**src/sv/wsrr_pkg.sv**
```systemverilog
// shared types, constants and handshake structs for the work slot dispatcher
package wsrr_pkg;

  localparam int NUM_SLOTS = 64;
  localparam int SLOT_W    = $clog2(NUM_SLOTS);
  localparam int CNT_W     = $clog2(NUM_SLOTS + 1);
  localparam int TS_W      = 40;
  localparam int DOM_W     = 5;
  localparam int MODE_W    = 2;
  localparam int STATUS_W  = 2;
  localparam int CFG_IDX_W = 2;
  localparam int CFG_DAT_W = TS_W;

  // input word layout
  localparam int IN_SLOT_LSB = 0;
  localparam int IN_DOM_LSB  = IN_SLOT_LSB + SLOT_W;
  localparam int IN_TS_LSB   = IN_DOM_LSB + DOM_W;
  localparam int IN_BITS     = IN_TS_LSB + TS_W;
  localparam int IN_TDATA_W  = ((IN_BITS + 7) / 8) * 8;

  // output word layout
  localparam int OUT_SLOT_LSB = 0;
  localparam int OUT_STS_LSB  = OUT_SLOT_LSB + SLOT_W;
  localparam int OUT_CNT_LSB  = OUT_STS_LSB + STATUS_W;
  localparam int OUT_BITS     = OUT_CNT_LSB + CNT_W;
  localparam int OUT_TDATA_W  = ((OUT_BITS + 7) / 8) * 8;

  typedef enum logic [MODE_W-1:0] {
    MODE_REG   = 2'd0,
    MODE_ADV   = 2'd1,
    MODE_CLAIM = 2'd2,
    MODE_REL   = 2'd3
  } mode_e;

  typedef enum logic [STATUS_W-1:0] {
    ST_OK      = 2'd0,
    ST_NO_WORK = 2'd1,
    ST_ALREADY = 2'd2,
    ST_FULL    = 2'd3
  } status_e;

  localparam logic [CFG_IDX_W-1:0] CFG_MAX_TS = 2'd0;
  localparam logic [CFG_IDX_W-1:0] CFG_DOMAIN = 2'd1;

  typedef struct packed {
    logic signed [DOM_W-1:0] dom;
    logic [TS_W-1:0]         ts;
  } slot_entry_t;

  // controller to datapath
  typedef struct packed {
    logic capture;
    logic exec;
    logic scan_init;
    logic scan_step;
    logic rd_en;
    logic claim_hit;
    logic claim_miss;
  } ctrl_cmd_t;

  // datapath to controller
  typedef struct packed {
    mode_e mode;
    logic  out_free;
    logic  scan_end;
    logic  slot_live;
    logic  slot_ok;
  } dp_sts_t;

endpackage

```
**src/sv/work_slot_round_robin_dispatcher_top.sv**
```systemverilog
// top level of the work slot round-robin dispatcher
//
// The block keeps a table of 64 work slots and answers every input word with
// exactly one result word. Register, advertise and release words are captured,
// then executed once the output register is free. A claim word starts a
// circular scan that steps past each visited slot that is not both registered
// and active, and reads and checks each one that is, until a slot qualifies or
// the scan has visited every assigned slot without a match. The scan walks the
// slot table one slot at a time through its single registered read port. A new
// input word is taken in the cycle after the previous result is written to the
// output register, even while that result still waits on tready. Configuration
// writes are always ready and land in the configuration registers.
module work_slot_round_robin_dispatcher_top (
  input  logic                                  clk_i,
  input  logic                                  rst_ni,
  input  logic                                  s_axis_tvalid,
  output logic                                  s_axis_tready,
  // slot[5:0], item_domain[10:6], item_min_timeslice[50:11], zero fill
  input  logic [wsrr_pkg::IN_TDATA_W-1:0]       s_axis_tdata,
  // mode[1:0]
  input  logic [wsrr_pkg::MODE_W-1:0]           s_axis_tuser,
  output logic                                  m_axis_tvalid,
  input  logic                                  m_axis_tready,
  // result_slot[5:0], status[7:6], active_count[14:8], zero fill
  output logic [wsrr_pkg::OUT_TDATA_W-1:0]      m_axis_tdata,
  input  logic                                  cfg_valid_i,
  output logic                                  cfg_ready_o,
  input  logic [wsrr_pkg::CFG_IDX_W-1:0]        cfg_index_i,
  input  logic [wsrr_pkg::CFG_DAT_W-1:0]        cfg_data_i
);
  import wsrr_pkg::*;

  ctrl_cmd_t cmd;
  dp_sts_t   sts;

  assign cfg_ready_o = 1'b1;

  wsrr_ctrl u_ctrl (
    .clk_i         (clk_i),
    .rst_ni        (rst_ni),
    .s_axis_tvalid (s_axis_tvalid),
    .s_axis_tready (s_axis_tready),
    .sts_i         (sts),
    .cmd_o         (cmd)
  );

  wsrr_dp u_dp (
    .clk_i       (clk_i),
    .rst_ni      (rst_ni),
    .in_mode_i   (s_axis_tuser),
    .in_data_i   (s_axis_tdata),
    .cfg_we_i    (cfg_valid_i & cfg_ready_o),
    .cfg_index_i (cfg_index_i),
    .cfg_data_i  (cfg_data_i),
    .cmd_i       (cmd),
    .sts_o       (sts),
    .out_valid_o (m_axis_tvalid),
    .out_ready_i (m_axis_tready),
    .out_data_o  (m_axis_tdata)
  );

endmodule

```
**src/sv/wsrr_ctrl.sv**
```systemverilog
// sequencing state machine: accept, execute, slot-by-slot claim scan
module wsrr_ctrl (
  input  logic               clk_i,
  input  logic               rst_ni,
  input  logic               s_axis_tvalid,
  output logic               s_axis_tready,
  input  wsrr_pkg::dp_sts_t  sts_i,
  output wsrr_pkg::ctrl_cmd_t cmd_o
);
  import wsrr_pkg::*;

  typedef enum logic [1:0] {
    S_IDLE,
    S_EXEC,
    S_SCAN_RD,
    S_SCAN_CK
  } state_e;

  state_e state_q, state_d;

  always_comb begin
    state_d       = state_q;
    cmd_o         = '0;
    s_axis_tready = 1'b0;
    unique case (state_q)
      S_IDLE: begin
        s_axis_tready = 1'b1;
        if (s_axis_tvalid) begin
          cmd_o.capture = 1'b1;
          state_d       = S_EXEC;
        end
      end
      S_EXEC: begin
        if (sts_i.mode == MODE_CLAIM) begin
          cmd_o.scan_init = 1'b1;
          state_d         = S_SCAN_RD;
        end else if (sts_i.out_free) begin
          cmd_o.exec = 1'b1;
          state_d    = S_IDLE;
        end
      end
      S_SCAN_RD: begin
        if (sts_i.scan_end) begin
          if (sts_i.out_free) begin
            cmd_o.claim_miss = 1'b1;
            state_d          = S_IDLE;
          end
        end else if (sts_i.slot_live) begin
          cmd_o.rd_en = 1'b1;
          state_d     = S_SCAN_CK;
        end else begin
          cmd_o.scan_step = 1'b1;
        end
      end
      S_SCAN_CK: begin
        if (sts_i.slot_ok) begin
          // hold here until the output register frees up
          if (sts_i.out_free) begin
            cmd_o.claim_hit = 1'b1;
            state_d         = S_IDLE;
          end
        end else begin
          cmd_o.scan_step = 1'b1;
          state_d         = S_SCAN_RD;
        end
      end
      default: state_d = S_IDLE;
    endcase
  end

  always_ff @(posedge clk_i or negedge rst_ni) begin
    if (!rst_ni) begin
      state_q <= S_IDLE;
    end else begin
      state_q <= state_d;
    end
  end

endmodule

```
**src/sv/wsrr_dp.sv**
```systemverilog
// datapath: slot table, active and registered bits, counters, config and result register
module wsrr_dp (
  input  logic                                  clk_i,
  input  logic                                  rst_ni,
  input  logic [wsrr_pkg::MODE_W-1:0]           in_mode_i,
  input  logic [wsrr_pkg::IN_TDATA_W-1:0]       in_data_i,
  input  logic                                  cfg_we_i,
  input  logic [wsrr_pkg::CFG_IDX_W-1:0]        cfg_index_i,
  input  logic [wsrr_pkg::CFG_DAT_W-1:0]        cfg_data_i,
  input  wsrr_pkg::ctrl_cmd_t                   cmd_i,
  output wsrr_pkg::dp_sts_t                     sts_o,
  output logic                                  out_valid_o,
  input  logic                                  out_ready_i,
  output logic [wsrr_pkg::OUT_TDATA_W-1:0]      out_data_o
);
  import wsrr_pkg::*;

  // captured word
  mode_e              mode_q;
  logic [SLOT_W-1:0]  slot_q;
  slot_entry_t        ent_q;

  // worker config
  logic [TS_W-1:0]         wmax_q;
  logic signed [DOM_W-1:0] wdom_q;

  logic [NUM_SLOTS-1:0] act_q, act_d;
  logic [NUM_SLOTS-1:0] reg_q, reg_d;
  logic [CNT_W-1:0]     assigned_q, assigned_d;
  logic [CNT_W-1:0]     ss_q, ss_d;
  logic [CNT_W-1:0]     total_q, total_d;
  logic [SLOT_W-1:0]    c_q, c_d;
  logic [CNT_W-1:0]     k_q, k_d;

  slot_entry_t mem [NUM_SLOTS];
  slot_entry_t rd_q;
  logic        mem_we;

  logic                 out_valid_q;
  logic [SLOT_W-1:0]    out_slot_q;
  status_e              out_status_q;
  logic [CNT_W-1:0]     out_count_q;

  logic [SLOT_W-1:0]    res_slot;
  status_e              res_status;
  logic                 out_load;
  logic                 full;
  logic [SLOT_W-1:0]    an;
  logic [SLOT_W-1:0]    scan_start;
  logic [CNT_W-1:0]     c_inc;
  logic                 bad_ts, bad_dom;

  assign full       = (assigned_q == CNT_W'(NUM_SLOTS));
  assign an         = assigned_q[SLOT_W-1:0];
  assign scan_start = (ss_q < assigned_q) ? ss_q[SLOT_W-1:0] : '0;
  assign c_inc      = {1'b0, c_q} + CNT_W'(1);

  // eligibility of the entry just read
  assign bad_ts  = (wmax_q != '0) && (rd_q.ts != '0) && (wmax_q < rd_q.ts);
  assign bad_dom = !wdom_q[DOM_W-1] && !rd_q.dom[DOM_W-1] && (wdom_q != rd_q.dom);

  assign sts_o.mode      = mode_q;
  assign sts_o.out_free  = !out_valid_q || out_ready_i;
  assign sts_o.scan_end  = (k_q == assigned_q);
  assign sts_o.slot_live = act_q[c_q] & reg_q[c_q];
  assign sts_o.slot_ok   = !bad_ts && !bad_dom;

  assign out_load = cmd_i.exec | cmd_i.claim_hit | cmd_i.claim_miss;

  always_comb begin
    act_d      = act_q;
    reg_d      = reg_q;
    assigned_d = assigned_q;
    ss_d       = ss_q;
    total_d    = total_q;
    c_d        = c_q;
    k_d        = k_q;
    res_slot   = '0;
    res_status = ST_OK;
    mem_we     = 1'b0;

    if (cmd_i.exec) begin
      unique case (mode_q)
        MODE_REG: begin
          if (full) begin
            res_status = ST_FULL;
          end else begin
            reg_d[an]  = 1'b1;
            act_d[an]  = 1'b0;
            assigned_d = assigned_q + CNT_W'(1);
            res_slot   = an;
            mem_we     = 1'b1;
          end
        end
        MODE_ADV: begin
          if (!reg_q[slot_q]) begin
            res_status = ST_NO_WORK;
          end else if (act_q[slot_q]) begin
            res_status = ST_ALREADY;
          end else begin
            act_d[slot_q] = 1'b1;
            total_d       = total_q + CNT_W'(1);
          end
        end
        MODE_REL: begin
          if (reg_q[slot_q]) begin
            if (act_q[slot_q]) begin
              act_d[slot_q] = 1'b0;
              total_d       = total_q - CNT_W'(1);
            end
            reg_d[slot_q] = 1'b0;
          end
        end
        MODE_CLAIM: begin
          // claims run through the scan commands
        end
        default: ;
      endcase
    end

    if (cmd_i.scan_init) begin
      c_d = scan_start;
      k_d = '0;
    end

    if (cmd_i.scan_step) begin
      k_d = k_q + CNT_W'(1);
      c_d = (c_inc == assigned_q) ? '0 : c_inc[SLOT_W-1:0];
    end

    if (cmd_i.claim_hit) begin
      act_d[c_q] = 1'b0;
      total_d    = total_q - CNT_W'(1);
      ss_d       = c_inc;
      res_slot   = c_q;
    end

    if (cmd_i.claim_miss) begin
      res_status = ST_NO_WORK;
      ss_d       = '0;
    end
  end

  always_ff @(posedge clk_i or negedge rst_ni) begin
    if (!rst_ni) begin
      act_q       <= '0;
      reg_q       <= '0;
      assigned_q  <= '0;
      ss_q        <= '0;
      total_q     <= '0;
      c_q         <= '0;
      k_q         <= '0;
      mode_q      <= MODE_REG;
      wmax_q      <= '0;
      wdom_q      <= '1;
      out_valid_q <= 1'b0;
    end else begin
      act_q      <= act_d;
      reg_q      <= reg_d;
      assigned_q <= assigned_d;
      ss_q       <= ss_d;
      total_q    <= total_d;
      c_q        <= c_d;
      k_q        <= k_d;
      if (cmd_i.capture) begin
        mode_q <= mode_e'(in_mode_i);
      end
      if (cfg_we_i) begin
        unique case (cfg_index_i)
          CFG_MAX_TS: wmax_q <= cfg_data_i[TS_W-1:0];
          CFG_DOMAIN: wdom_q <= cfg_data_i[DOM_W-1:0];
          default: ;
        endcase
      end
      if (out_load) begin
        out_valid_q <= 1'b1;
      end else if (out_ready_i) begin
        out_valid_q <= 1'b0;
      end
    end
  end

  // payload registers
  always_ff @(posedge clk_i) begin
    if (cmd_i.capture) begin
      slot_q    <= in_data_i[IN_SLOT_LSB +: SLOT_W];
      ent_q.dom <= in_data_i[IN_DOM_LSB +: DOM_W];
      ent_q.ts  <= in_data_i[IN_TS_LSB +: TS_W];
    end
    if (out_load) begin
      out_slot_q   <= res_slot;
      out_status_q <= res_status;
      out_count_q  <= total_d;
    end
  end

  // slot table: one write port, one registered read port
  always_ff @(posedge clk_i) begin
    if (mem_we) begin
      mem[an] <= ent_q;
    end
    if (cmd_i.rd_en) begin
      rd_q <= mem[c_q];
    end
  end

  assign out_valid_o = out_valid_q;
  always_comb begin
    out_data_o = '0;
    out_data_o[OUT_SLOT_LSB +: SLOT_W]  = out_slot_q;
    out_data_o[OUT_STS_LSB +: STATUS_W] = out_status_q;
    out_data_o[OUT_CNT_LSB +: CNT_W]    = out_count_q;
  end

endmodule

```
**config.mk**
```make
export PLATFORM = sky130hd
export DESIGN_NAME = work_slot_round_robin_dispatcher_top
export DESIGN_NICKNAME = d
export VERILOG_FILES = /design/src/sv/wsrr_pkg.sv /design/src/sv/work_slot_round_robin_dispatcher_top.sv /design/src/sv/wsrr_ctrl.sv /design/src/sv/wsrr_dp.sv
export SDC_FILE = /design/constraint.sdc
export NUM_CORES = 2
export LEC_CHECK = 0
export BUFFER_PORTS_ARGS = -buffer_cell sky130_fd_sc_hd__buf_4
export CAP_MARGIN = 20
export CORE_MARGIN = 2
export CORE_UTILIZATION = 30
export DETAILED_ROUTE_END_ITERATION = 10
export PLACE_DENSITY = 0.53
export RECOVER_POWER = 50
export SLEW_MARGIN = 15
export SYNTH_ARGS = -nofsm -noshare
export SYNTH_HDL_FRONTEND = slang
export SYNTH_HIERARCHICAL = 1
export SYNTH_SLANG_ARGS = --single-unit
```
**constraint.sdc**
```tcl
create_clock -name clk_i -period 9.13 [get_ports clk_i]
set_clock_uncertainty 0.05 [all_clocks]
set_input_delay 0.4565 -clock clk_i [delete_from_list [all_inputs] [get_ports clk_i]]
set_output_delay 0.4565 -clock clk_i [all_outputs]
set_load 0.005 [all_outputs]
```
[Word-level counts from Yosys, hierarchy flattened]
Memory sizes are Yosys's and may differ from the RTL's. A register that Yosys moved wholly into a read port is not among the register bits.
Cells that the tools add are included.
Word-level totals
  flip-flop bits (word level): 278
  RAM bits: 2880
  bits of input ports: 105
  output and inout bits: 19
  word-level logic and storage cells: 171
  memories: 1
Memory list
  u_dp.mem: words 64, bits a word 45, read ports 1, clocked after Yosys merged registers in 1, wr ports 1, RTL line wsrr_dp.sv:35  | slot_entry_t mem [NUM_SLOTS];
Cells by class
  add/subtract/negate cells: 5
  order comparisons: 8
  eq/ne operators: 15
  muxes and demuxes: 80
  bitwise gates (word level): 14
  reductions and logical operators: 29
Operators by type and width (number)
  $mux W64: 9
  $and A64 B64 Y64: 4
  $not A64 Y64: 3
  $pmux W64 S3: 1
  $or A64 B64 Y64: 2
  $pmux W64 S2: 1
  $reduce_bool A40 Y1: 2
  $mux W7: 10
  $mux W6: 8
  $lt A40 B40 Y1: 1
  $mux W1: 29
  $bmux W1 S6: 4
  $mux W2: 11
  $add A7 B1 Y7 const B: 3
  $lt A6 B7 Y1 const B: 3
  $demux W1 S6: 3
  $ge A6 B1 Y1 const B: 3
  $eq A7 B7 Y1: 2
  $pmux W7 S2: 1
  $eq A2 B2 Y1 const B: 4
  $logic_and A1 B1 Y1: 8
  $pmux W2 S4: 1
  $reduce_bool A2 Y1: 4
  $add A6 B1 Y7 const B: 1
  20 further kinds: 33

[Logic depth before layout (Yosys ltp)]
  depth after elaboration: 12
  mapped depth: 18
  mapped depth without buffers: 17

[Cells and area by module]
The synthesis kept the hierarchy.
By module, submodules not included
  wsrr_dp: times used 1, cells each 7190, area each 121132.4 sq um, sequential area each 95077.4 sq um
  wsrr_ctrl: times used 1, cells each 29, area each 221.5 sq um, sequential area each 50.0 sq um
  work_slot_round_robin_dispatcher_top: times used 1, cells each 2, area each 11.3 sq um, sequential area each 0.0 sq um

[Worst setup path before layout]
OpenSTA, ideal clock, no wires.
  path kind: register to register
  start: register u_dp.c_q[0]
  end: register, netlist name u_dp/rd_q[0]
  setup time: 473 ps
  arrival time: 5068 ps
  path slack: 3538 ps
  cell stages (with the launch flop): 12
  path buffers: 4
  period minus slack after synthesis: 5592 ps
  cells stage by stage: dfrtp_1 -> clkbuf_1 -> nor3b_1 -> clkbuf_1 -> clkbuf_1 -> buf_1 -> a22oi_1 -> nand4_1 -> a21oi_1 -> a31oi_1 -> inv_1 -> nor4b_2
RTL lines
  start: declaration: RTL line wsrr_dp.sv:32  | logic [SLOT_W-1:0] c_q, c_d;
  start signal: assignment: RTL line wsrr_dp.sv:151  | c_q <= '0;
  start signal: assignment: RTL line wsrr_dp.sv:163  | c_q <= c_d;

==> results.json <==
{
  "cts_root_buf": "sky130_fd_sc_hd__clkbuf_16",
  "dominant_combinational_cell_family_by_area_after_synthesis": "compound AO/OA/AOI/OAI gates",
  "yosys.cell_count.top_type": "sky130_fd_sc_hd__edfxtp_1",
  "io_buffer_count": 116,
  "synth_mux_area_share_pct": 0.714,
  "dpl.hpwl_um": 231000,
  "tritoncts": "yes",
  "grt_usage_pct": 20.5,
  "final_cells": 13200,
  "pin_count": 124,
  "cts-resized-gates": 0,
  "top_cells_by_area_in_the_synthesized_netlist": "sky130_fd_sc_hd__edfxtp_1, sky130_fd_sc_hd__a22oi_1, sky130_fd_sc_hd__dfrtp_1",
  "tritoncts_num_sinks": 3203,
  "yosysTopAreaCellShare_pct": 74.0,
  "initial_core_util_pct": 30.1,
  "status": "finished with violations",
  "ant_nets": 0,
  "postSynthAreaPerCell_um2": 16.8,
  "vias_per_cell": 5.79,
  "cts_setup_buffers": 0,
  "fin_total_pwr_mw": 38.4,
  "ir_worst_vdd_uv": 215,
  "synth-xor-area-share_pct": 0.231,
  "regArea_um2": 95100,
  "timing.critical_path.required_ps": 9850,
  "fin_setup_tns_ps": 0,
  "dpl_cell_area_um2": 130000,
  "asr_flop_ratio_synth_pct": 6.62,
  "gp_routability_congestion": 0.893,
  "synth_simple_gate_area_share_pct": 3.37,
  "timing.setup.critical_path_class": "flip-flop to flip-flop",
  "vias": 76400,
  "gr-total-overflow": 0,
  "route.detailed.wl_per_inst_um": 32.9,
  "fp.dieArea_um2": 410000,
  "number_of_global_route_vias_before_repair": 73500,
  "leakage_nw": 42.9,
  "setup_repair_after_global_routing_missed_its_margin": "false",
  "dominantRegCellSynth": "sky130_fd_sc_hd__edfxtp_1",
  "area_of_combinational_cells_with_multiple_inputs_um2": 24500,
  "placementRows": 233,
  "postRouteWirelength_um": 434000,
  "worst-path-max-fanout": 37,
  "layout.filler_cells": 38100,
  "setup.reg_to_reg.worst_slack_ps": 3530,
  "power_per_cell_area_nw_per_um2": 273,
  "finish.net_count": 7689,
  "endpoint_kind": "flip-flop",
  "yosys_register_bits": 3203,
  "finalCritPeriodShare_pct": 61.3,
  "yosys.area.top_type": "sky130_fd_sc_hd__edfxtp_1",
  "clk_latency_ps": 900,
  "worst_hold_slack_ps": 179,
  "maximum_number_of_pins_on_one_net_before_global_route_repair": 114,
  "grt_use_met1_pct": 26.3,
  "synth_edf_count": 2991,
  "yosysUniqueCellTypes": 84,
  "h_tree_levels": 5,
  "area_growth_pct": 15.9,
  "timing.final.max_slew_violations": 3039,
  "synth_nets": 7378,
  "drt_pass1_iterations": 9,
  "synth-compound-area-share_pct": 14.8,
  "use_met2_pct": 33.9,
  "cts.reportedPaths.clkPinSlew_ps": 60,
  "groute.layer.met3.usage_pct": 3.95,
  "max_slew_margin_pct": -183,
  "synthesis.yosys.warnings": 6,
  "summed_instance_area_of_the_synthesized_netlist_um2": 121000,
  "dp_worst_setup_slack_ps": 3640,
  "longest_clk_path_bufs": 4,
  "first_pass_grt_wire_length_um": 593000,
  "synthAdderAreaFrac_pct": 0.536,
  "achievable-frequency_mhz": 179,
  "post-place-cells": 12500,
  "tightestPinTransition_ps": 4250,
  "cp_data_arrival_time_ps": 6320,
  "seq_area_frac_synth_pct": 78.4,
  "min_period_ps": 5600,
  "synth_top_cells_by_count": "sky130_fd_sc_hd__edfxtp_1, sky130_fd_sc_hd__a22oi_1, sky130_fd_sc_hd__clkbuf_1, sky130_fd_sc_hd__a221oi_1, sky130_fd_sc_hd__dfrtp_1",
  "final_cell_area_um2": 141000,
  "max_cap_violations": 47,
  "initialDrtViolationCount": 11100,
  "fp.dieH_um": 640,
  "min_path_type": "input pin to flip-flop",
  "layout.core_utilization_pct": 34.9,
  "setup.worst_path.start_class": "flip-flop",
  "postCtsHoldBufs": 96,
  "dieWidth_um": 640,
  "final_count_of_hold_timing_violations": 0,
  "drt_drc_violations_left": 2,
  "report.final.setup_viol": 0,
  "global_route.peak_usage_layer": "met2",
  "drive_gt1_share_pct": 13.0,
  "placeableCoreArea_um2": 403000,
  "violations": "DRC, capacitance limit, slew limit",
  "setup_slack_ps": 3530,
  "antenna_found_initial": 29,
  "cts-buffers-inserted": 317,
  "synth_cells": 7221
}
-- area by class of cell --
type	count	area share (%)
timing repair buffer	503	2.90
multi-input combinational	3428	17.5
clock inverter	174	1.03
sequential	3203	67.6
clock buffer	383	5.94
tap	5405	4.81
antenna	21	0.0374
inverter	79	0.211
-- logic make-up (layout without fill, tap and decap cells) --
group / Yosys count / count (layout)
flops: 3203 / 3203
compound gates: 2437 / 2437
simple gates: 824 / 824
buf+inv: 590 / 1139
mux: 81 / 81
fa+ha+maj: 52 / 52
xor+xnor: 32 / 32
other cells: 2 / 23
-- critical path, cell delays in order, from the launching register on --
cell and delay, ps:
sky130_fd_sc_hd__dfrtp_1 650, sky130_fd_sc_hd__inv_1 270, sky130_fd_sc_hd__nor3_4 660, sky130_fd_sc_hd__buf_4 720
sky130_fd_sc_hd__a22oi_1 200, sky130_fd_sc_hd__and3_1 220, sky130_fd_sc_hd__o21ai_0 390, sky130_fd_sc_hd__a221oi_1 110
sky130_fd_sc_hd__a31oi_1 680, sky130_fd_sc_hd__nor3_1 90, sky130_fd_sc_hd__o21a_1 340, sky130_fd_sc_hd__a211o_1 270
sky130_fd_sc_hd__a31oi_1 500, sky130_fd_sc_hd__a221oi_1 170, sky130_fd_sc_hd__a21oi_1 170
-- final timing paths --
kind,start,to,cells after the start
max,u_dp/c_q[1],u_dp/c_q[1],14
min reg2reg,u_dp/assigned_q[3],u_dp/assigned_q[3],1
max reg2reg,u_dp/c_q[1],u_dp/c_q[1],14
min in group asynchronous,rst_ni,u_dp/act_q[41],2
max in group asynchronous,rst_ni,u_dp/assigned_q[1],4
min,cfg_valid_i,u_dp/wdom_q[2],3
-- cell usage in the layout, fill, tap and decap left out, types with 155 or more instances in the layout --
cell type,instances
sky130_fd_sc_hd__edfxtp_1,2991
sky130_fd_sc_hd__a22oi_1,1120
sky130_fd_sc_hd__clkbuf_16,324
sky130_fd_sc_hd__buf_4,281
sky130_fd_sc_hd__a221oi_1,210
sky130_fd_sc_hd__dfrtp_1,207
sky130_fd_sc_hd__a31oi_1,206
sky130_fd_sc_hd__nand2_1,199
sky130_fd_sc_hd__o21ai_0,196
sky130_fd_sc_hd__a22o_1,193
sky130_fd_sc_hd__a21oi_1,189
sky130_fd_sc_hd__nand4_1,155
-- state kept, by name, summed over array words and instances, names as in the netlist, 7 cells and up --
signal            count
u_dp/act_q           64
u_dp/assigned_q       7
u_dp/ent_q           45
u_dp/k_q              7
u_dp/mem           2880
u_dp/out_count_q      7
u_dp/rd_q            45
u_dp/reg_q           64
u_dp/ss_q             7
u_dp/total_q          7
u_dp/wmax_q          40
-- report_power, final --
part	switching [mW]	leakage (nW)	total [mW]	internal, mW
combinational	6.37	8.43	8.49	2.11
clock	5.55	4.80	12.7	7.12
sequential	0.266	29.7	17.3	17.0
-- routing by layer --
layer	part of all wire, %	up-vias
met5	0.023	-
met2	47	4521
met4	4.9	8
met3	9.7	887
li1	-	30800
met1	38	40200
Power figures use the tool's default switching activity.
